**src/sv/pgn_pkg.sv**
```systemverilog
// ----------------------------------------------------------------------------
// pgn_pkg
// Shared types and constants of the gradient norm and angle block.
// ----------------------------------------------------------------------------
`default_nettype none
package pgn_pkg;

  localparam int MaxWidth   = 1024;
  localparam int ColBits    = 10;
  localparam int RowBits    = 12;
  localparam int PixBits    = 16;
  localparam int GradBits   = 18;
  localparam int NormBits   = 17;
  localparam int AngleBits  = 16;
  localparam int CordSteps  = 31;
  localparam int SqrtSteps  = 18;
  localparam int CordBits   = 42;
  localparam int ZBits      = 34;
  localparam int ScaleShift = 36 - PixBits;

  localparam logic [1:0] REG_WIDTH     = 2'd0;
  localparam logic [1:0] REG_HEIGHT    = 2'd1;
  localparam logic [1:0] REG_THRESHOLD = 2'd2;

  localparam logic signed [ZBits-1:0] HalfPiQ30 = 34'sd1686629713;
  localparam logic signed [16:0] AngleLimit = 17'sd25736;

  // one window handed from front to back
  typedef struct packed {
    logic [ColBits-1:0]  pos_x;
    logic [RowBits-1:0]  pos_y;
    logic [GradBits-1:0] gx;
    logic [GradBits-1:0] gy;
    logic                frame_last;
    logic                clear_max;
  } win_t;

  // arctangent of 2^-i in Q2.30
  function automatic logic [31:0] atan_q30(input logic [4:0] i);
    logic [31:0] r;
    unique case (i)
      5'd0:  r = 32'h3243F6A8;
      5'd1:  r = 32'h1DAC6705;
      5'd2:  r = 32'h0FADBAFC;
      5'd3:  r = 32'h07F56EA6;
      5'd4:  r = 32'h03FEAB76;
      5'd5:  r = 32'h01FFD55B;
      5'd6:  r = 32'h00FFFAAA;
      5'd7:  r = 32'h007FFF55;
      5'd8:  r = 32'h003FFFEA;
      5'd9:  r = 32'h001FFFFD;
      5'd10: r = 32'h000FFFFF;
      5'd11: r = 32'h0007FFFF;
      5'd12: r = 32'h0003FFFF;
      5'd13: r = 32'h0001FFFF;
      5'd14: r = 32'h0000FFFF;
      5'd15: r = 32'h00007FFF;
      5'd16: r = 32'h00003FFF;
      5'd17: r = 32'h00001FFF;
      5'd18: r = 32'h00000FFF;
      5'd19: r = 32'h000007FF;
      5'd20: r = 32'h000003FF;
      5'd21: r = 32'h000001FF;
      5'd22: r = 32'h000000FF;
      5'd23: r = 32'h0000007F;
      5'd24: r = 32'h0000003F;
      5'd25: r = 32'h0000001F;
      5'd26: r = 32'h0000000F;
      5'd27: r = 32'h00000008;
      5'd28: r = 32'h00000004;
      5'd29: r = 32'h00000002;
      5'd30: r = 32'h00000001;
      default: r = 32'h00000000;
    endcase
    return r;
  endfunction

endpackage
`default_nettype wire

```
**src/sv/pgn_queue.sv**
```systemverilog
// ----------------------------------------------------------------------------
// pgn_queue
// Two-entry queue of windows between the front and the back.
// ----------------------------------------------------------------------------
`default_nettype none
module pgn_queue (
  input  wire logic          clk,
  input  wire logic          rst,
  input  wire logic          wr,
  input  pgn_pkg::win_t      wr_data,
  output logic               q_full,
  input  wire logic          rd,
  output pgn_pkg::win_t      rd_data,
  output logic               q_empty
);

  pgn_pkg::win_t slots [2];
  logic       wptr;
  logic       rptr;
  logic [1:0] count;

  assign q_full  = (count == 2'd2);
  assign q_empty = (count == 2'd0);
  assign rd_data = slots[rptr];

  // storage
  always_ff @(posedge clk) begin
    if (wr && !q_full) begin
      slots[wptr] <= wr_data;
    end
  end

  // pointers
  always_ff @(posedge clk) begin
    if (rst) begin
      wptr  <= 1'b0;
      rptr  <= 1'b0;
      count <= '0;
    end else begin
      if (wr && !q_full) begin
        wptr <= ~wptr;
      end
      if (rd && !q_empty) begin
        rptr <= ~rptr;
      end
      count <= count + 2'((wr && !q_full) ? 1 : 0) - 2'((rd && !q_empty) ? 1 : 0);
    end
  end

endmodule
`default_nettype wire

```
**config.mk**
```make
export PLATFORM = sky130hd
export DESIGN_NAME = pgn_queue
export DESIGN_NICKNAME = d
export VERILOG_FILES = /design/src/sv/pgn_pkg.sv /design/src/sv/pgn_queue.sv
export SDC_FILE = /design/constraint.sdc
export NUM_CORES = 1
export LEC_CHECK = 0
export ABC_CLOCK_PERIOD_IN_PS = 5350
export BUFFER_PORTS_ARGS = -buffer_cell sky130_fd_sc_hd__buf_4
export CELL_PAD_IN_SITES_DETAIL_PLACEMENT = 1
export CELL_PAD_IN_SITES_GLOBAL_PLACEMENT = 2
export CORE_MARGIN = 2
export CORE_UTILIZATION = 35
export CTS_BUF_LIST = sky130_fd_sc_hd__clkbuf_8 sky130_fd_sc_hd__clkbuf_16
export DETAILED_ROUTE_END_ITERATION = 10
export MAX_ROUTING_LAYER = met4
export PLACE_DENSITY_LB_ADDON = 0.1
export SLEW_MARGIN = 20
export SYNTH_ARGS = -nofsm -noshare
export SYNTH_HDL_FRONTEND = slang
export SYNTH_SLANG_ARGS = --single-unit
```
**constraint.sdc**
```tcl
create_clock -name clk -period 5.35 [get_ports clk]
set_clock_uncertainty 0.05 [all_clocks]
set_input_delay 0.8025 -clock clk [delete_from_list [all_inputs] [get_ports clk]]
set_output_delay 0.8025 -clock clk [all_outputs]
set_load 0.005 [all_outputs]
```
Word-level counts from Yosys, hierarchy flattened
Memories as Yosys holds them, arrays and structs flattened. A register that Yosys moved wholly into a read port is not among the register bits.
Index checks and enable logic that the tools add are counted.

word-level totals
  output and inout port bits = 62
  input port bits = 64
  logic and storage cells = 20
  register bits after elaboration = 4
  bits in writable memories = 120
  memories kept = 1

memory list
  name   depth  width  rd ports  clocked after Yosys merged registers in  wr ports  line             text
  slots  2      60     1         1                                        1         pgn_queue.sv:17  pgn_pkg::win_t slots [2];

cells by class
  bitwise logic cells = 2
  mux-type cells = 6
  reductions and logical operators = 5
  $add $sub $neg = 2
  equal/unequal tests = 1

operator list
  kind                                         number
  1-bit two-way mux                            6
  2-bit by 1-bit adder with 2-bit output       1
  2-bit == test (second input constant)        1
  1-bit logical AND                            2
  1-bit logical NOT                            2
  2-bit logical NOT                            1
  1-bit NOT                                    2
  2-bit by 1-bit subtractor with 2-bit output  1

Logic depth before layout (Yosys ltp)
  depth in word-level cells = 6
  mapped depth = 8
  mapped depth without buffers = 8

Worst setup path before layout
No wires, ideal clock.

  kind = input-to-reg
  start point = input port wr
  end point = memory slots[0][0] (netlist name), enable pin
  setup time = 0.414 ns
  stages = 3
  arrival = 2.371 ns
  buffers on the path = 0
  required time = 4.886 ns
  slack = 2.515 ns
  cells stage by stage = inv_1 -> or3_1 -> inv_1

on the way
  cells in the longest elaborated chain, start to end = 3

RTL lines
  item                                     line             text
  start: declaration                       pgn_queue.sv:9   input wire logic wr,
  1-bit logical AND                        pgn_queue.sv:28  if (wr && !q_full) begin
  1-bit two-way mux                        pgn_queue.sv:28
  1-bit two-way mux (not written as such)  pgn_queue.sv:29  slots[wptr] <= wr_data;
  end: declaration                         pgn_queue.sv:17

Every way passes these cells.

==> results.md <==
* P_leak at 2.36 nW
* Commonest cells in the netlist: edfxtp_1, mux2_2, buf_2
* Slew at the pin closest to its max-slew limit at around 0.95 ns
* CTS root buf: clkbuf_16
* Vias in the first global route at 2,623
* Starting density of the core at between 30% and 40%
* First-pass GRT wire length at 13,900 µm
* Worst Setup Slack, final at 2.21 ns
* Most numerous cell in the Yosys netlist: edfxtp_1
* Cts repair resizes at 0
* CP max FO at 34
* Cell taking the most area after synthesis: edfxtp_1
* Fin crit share at 58.6%
* Slew margin rel. at a little under two fifths
* CTS buffer count at 17
* Worst hold start: wptr$_SDFFE_PP0P_
* Internal Pwr Total at 0.00233 W
* Clock slew at reported path FFs at 0.05 ns
* Pre-CTS setup slack at 2.45 ns
* Maximum root-to-sink buffer count at 2
* CP Data Arrival Time at about 2.3 ns
* Fin crit period at 3.14 ns
* Setup_tns at 0 ns
* Hold crit path type: reg2reg
* Post-CTS Setup Bufs at 0
* R2r startpoint: count[0]$_SDFF_PP0_
* Seq/Total Area, Yosys at 81.4%
* DR vias/cell at 4.49
* Clk Latency, worst-skew pair at 0.40 ns
* Ys Warns at 0
* CP Capture Type: output port
* Reg power frac at 42.9%
* P_sw at 0.000741 W
* Area Growth Syn to Fin at 37.0%
* Synth top area share at 79.2%
* Detailed placer's ending HPWL at 5790 µm
* Worst vdd ir at 0.245 mV
* Post-Route WL at 8940 µm
* Switching share of total power at roughly 24%
* Via count at 2,421
* Top_reg_cell synth: edfxtp_1
* Synth Cell Area at 4550 µm²
* Slew Limit Fails at 0
* Antenna violations before repair at 0
* Pwr Total at between 0.003 and 0.004 W
* Avg Inst Size Synth at 21.3 µm²
* Port bufs at approximately 130
* Comb pwr share at 23.3%
* Final setup fails at 0
* GP Congestion at 0.679
* Io pins at roughly 130
* Post-synth EDFFs at 120
* # DRC at 0
* CP startpoint kind: flip-flop
* Layout cell share with drive strength beyond 1 at roughly three fifths
* N_diodes at 0
* Setup Crit Path Kind: reg2out
* Grt ovf at 0
* Die Span X at 118 µm
* Synth Instances at 214
* DRT Pass-1 Iters at 3
* WP data required at 4.50 ns
* Largest net degree at the start of global routing at 43
* Pwr dens at 493 nW/µm²
* Fmax at around 320 MHz
* Max Cap Viol at 0
* Async S/R FF share, synth at 0%
* Row count at 41
* Tot GR Track Use at 14.1%
* H-Tree Level Count at 4
* Final Hold Fails at 0
* Synth Register Bits at 125
* Clock Power Share at 33.9%
* Final ANT Viol Nets at 0
* Initial drt markers at between 80 and 90
* Average wire per standard cell at roughly 17 µm
* Outcome: finished, final reports clean
* Post-synth cell types at 20
* Core Footprint at 12,700 µm²
* Post-CTS Hold Buffers at 0
* Die area at 13,900 µm²
* CTS Sinks at 125
* Syn nets at 280
* Synth top area cells: edfxtp_1, mux2_2, dfxtp_1
* Nets at 420
* CTS tree: yes
* RSZ-0062 raised after global routing: no
* Chip height at 118 µm
-- critical path: stages, from the launching register on --
cell	delay, ns
dfxtp_2	0.74
buf_4	0.55
mux2_2	0.41
buf_4	0.14
-- cell families after synthesis --
| logic type | synth area share, % |
|---|---|
| muxes | 14.9 |
| xor gates and xnor gates | 0.385 |
| and+or+nand+nor | 1.29 |
| buffers and inverters | 1.10 |
| adders and majority gates | 0.550 |
| DFF | 81.4 |
| AOI/OAI and AO/OA | 0.385 |
-- per-layer routing --
layer	vias to the layer above	part of all wire, %	track usage, %
li1	1117	-	-
met1	1208	42	15.8
met5	-	0	-
met3	16	6.7	5.77
met2	80	50	21.8
met4	0	2.0	6.78
-- flip-flops by register name, summed over array words and instances (netlist names), named ones only --
register / count
wptr: 1
slots: 120
rptr: 1
count: 2
-- worst paths after layout --
check | end | slack, ns | depth (start not counted)
hold / removal | wptr$_SDFFE_PP0P_ | 0.46 | 2
setup / recovery | rd_data[16] | 2.21 | 3
setup reg to reg | slots[0][16]$_DFFE_PP_ | 2.93 | 5
hold reg to reg | wptr$_SDFFE_PP0P_ | 0.46 | 2
-- area by class of cell --
class	count	area [µm²]
Timing Repair Buffer	128	961
Sequential cell	125	3700
Clock buffer	17	425
Tap cell	172	215
Clock inverter	15	114
Fill cell	1208	6440
Inverter	4	15.0
Multi-Input combinational cell	78	795
-- cell usage in the layout, fill, tap and decap left out, types with 2 or more instances in the layout --
master,instances
bufinv_16,2
mux2_2,60
ha_1,2
clkinv_1,6
clkbuf_16,17
clkinv_2,4
inv_2,2
inv_1,5
buf_4,128
dfxtp_1,4
nor2_1,4
edfxtp_1,120
-- power by group through the flow --
| stage | clock, W | combinational (W) | sequential (W) |
|---|---|---|---|
| after floorplan | 0 | 0.000384 | 0.00130 |
| after global placement | 0 | 0.000733 | 0.00133 |
| after detailed placement | 0 | 0.000735 | 0.00134 |
| after CTS | 0.00107 | 0.000739 | 0.00132 |
| after global routing | 0.00111 | 0.000785 | 0.00134 |
| final | 0.00104 | 0.000714 | 0.00132 |
-- metrics by stage --
stage | hold WS [ns] | utilization, % | cells | cell area [µm²]
finish | 0.457 | 49.2 | 539 | 6230
CTS | 0.457 | 49.2 | 539 | 6230
detailed placement | 0.434 | 44.9 | 507 | 5690
global route | 0.509 | 49.2 | 539 | 6230
global placement | 0.426 | 44.9 | 507 | 5690
floorplan | 0.401 | - | 214 | 4550
Power figures use the tool's default switching activity.
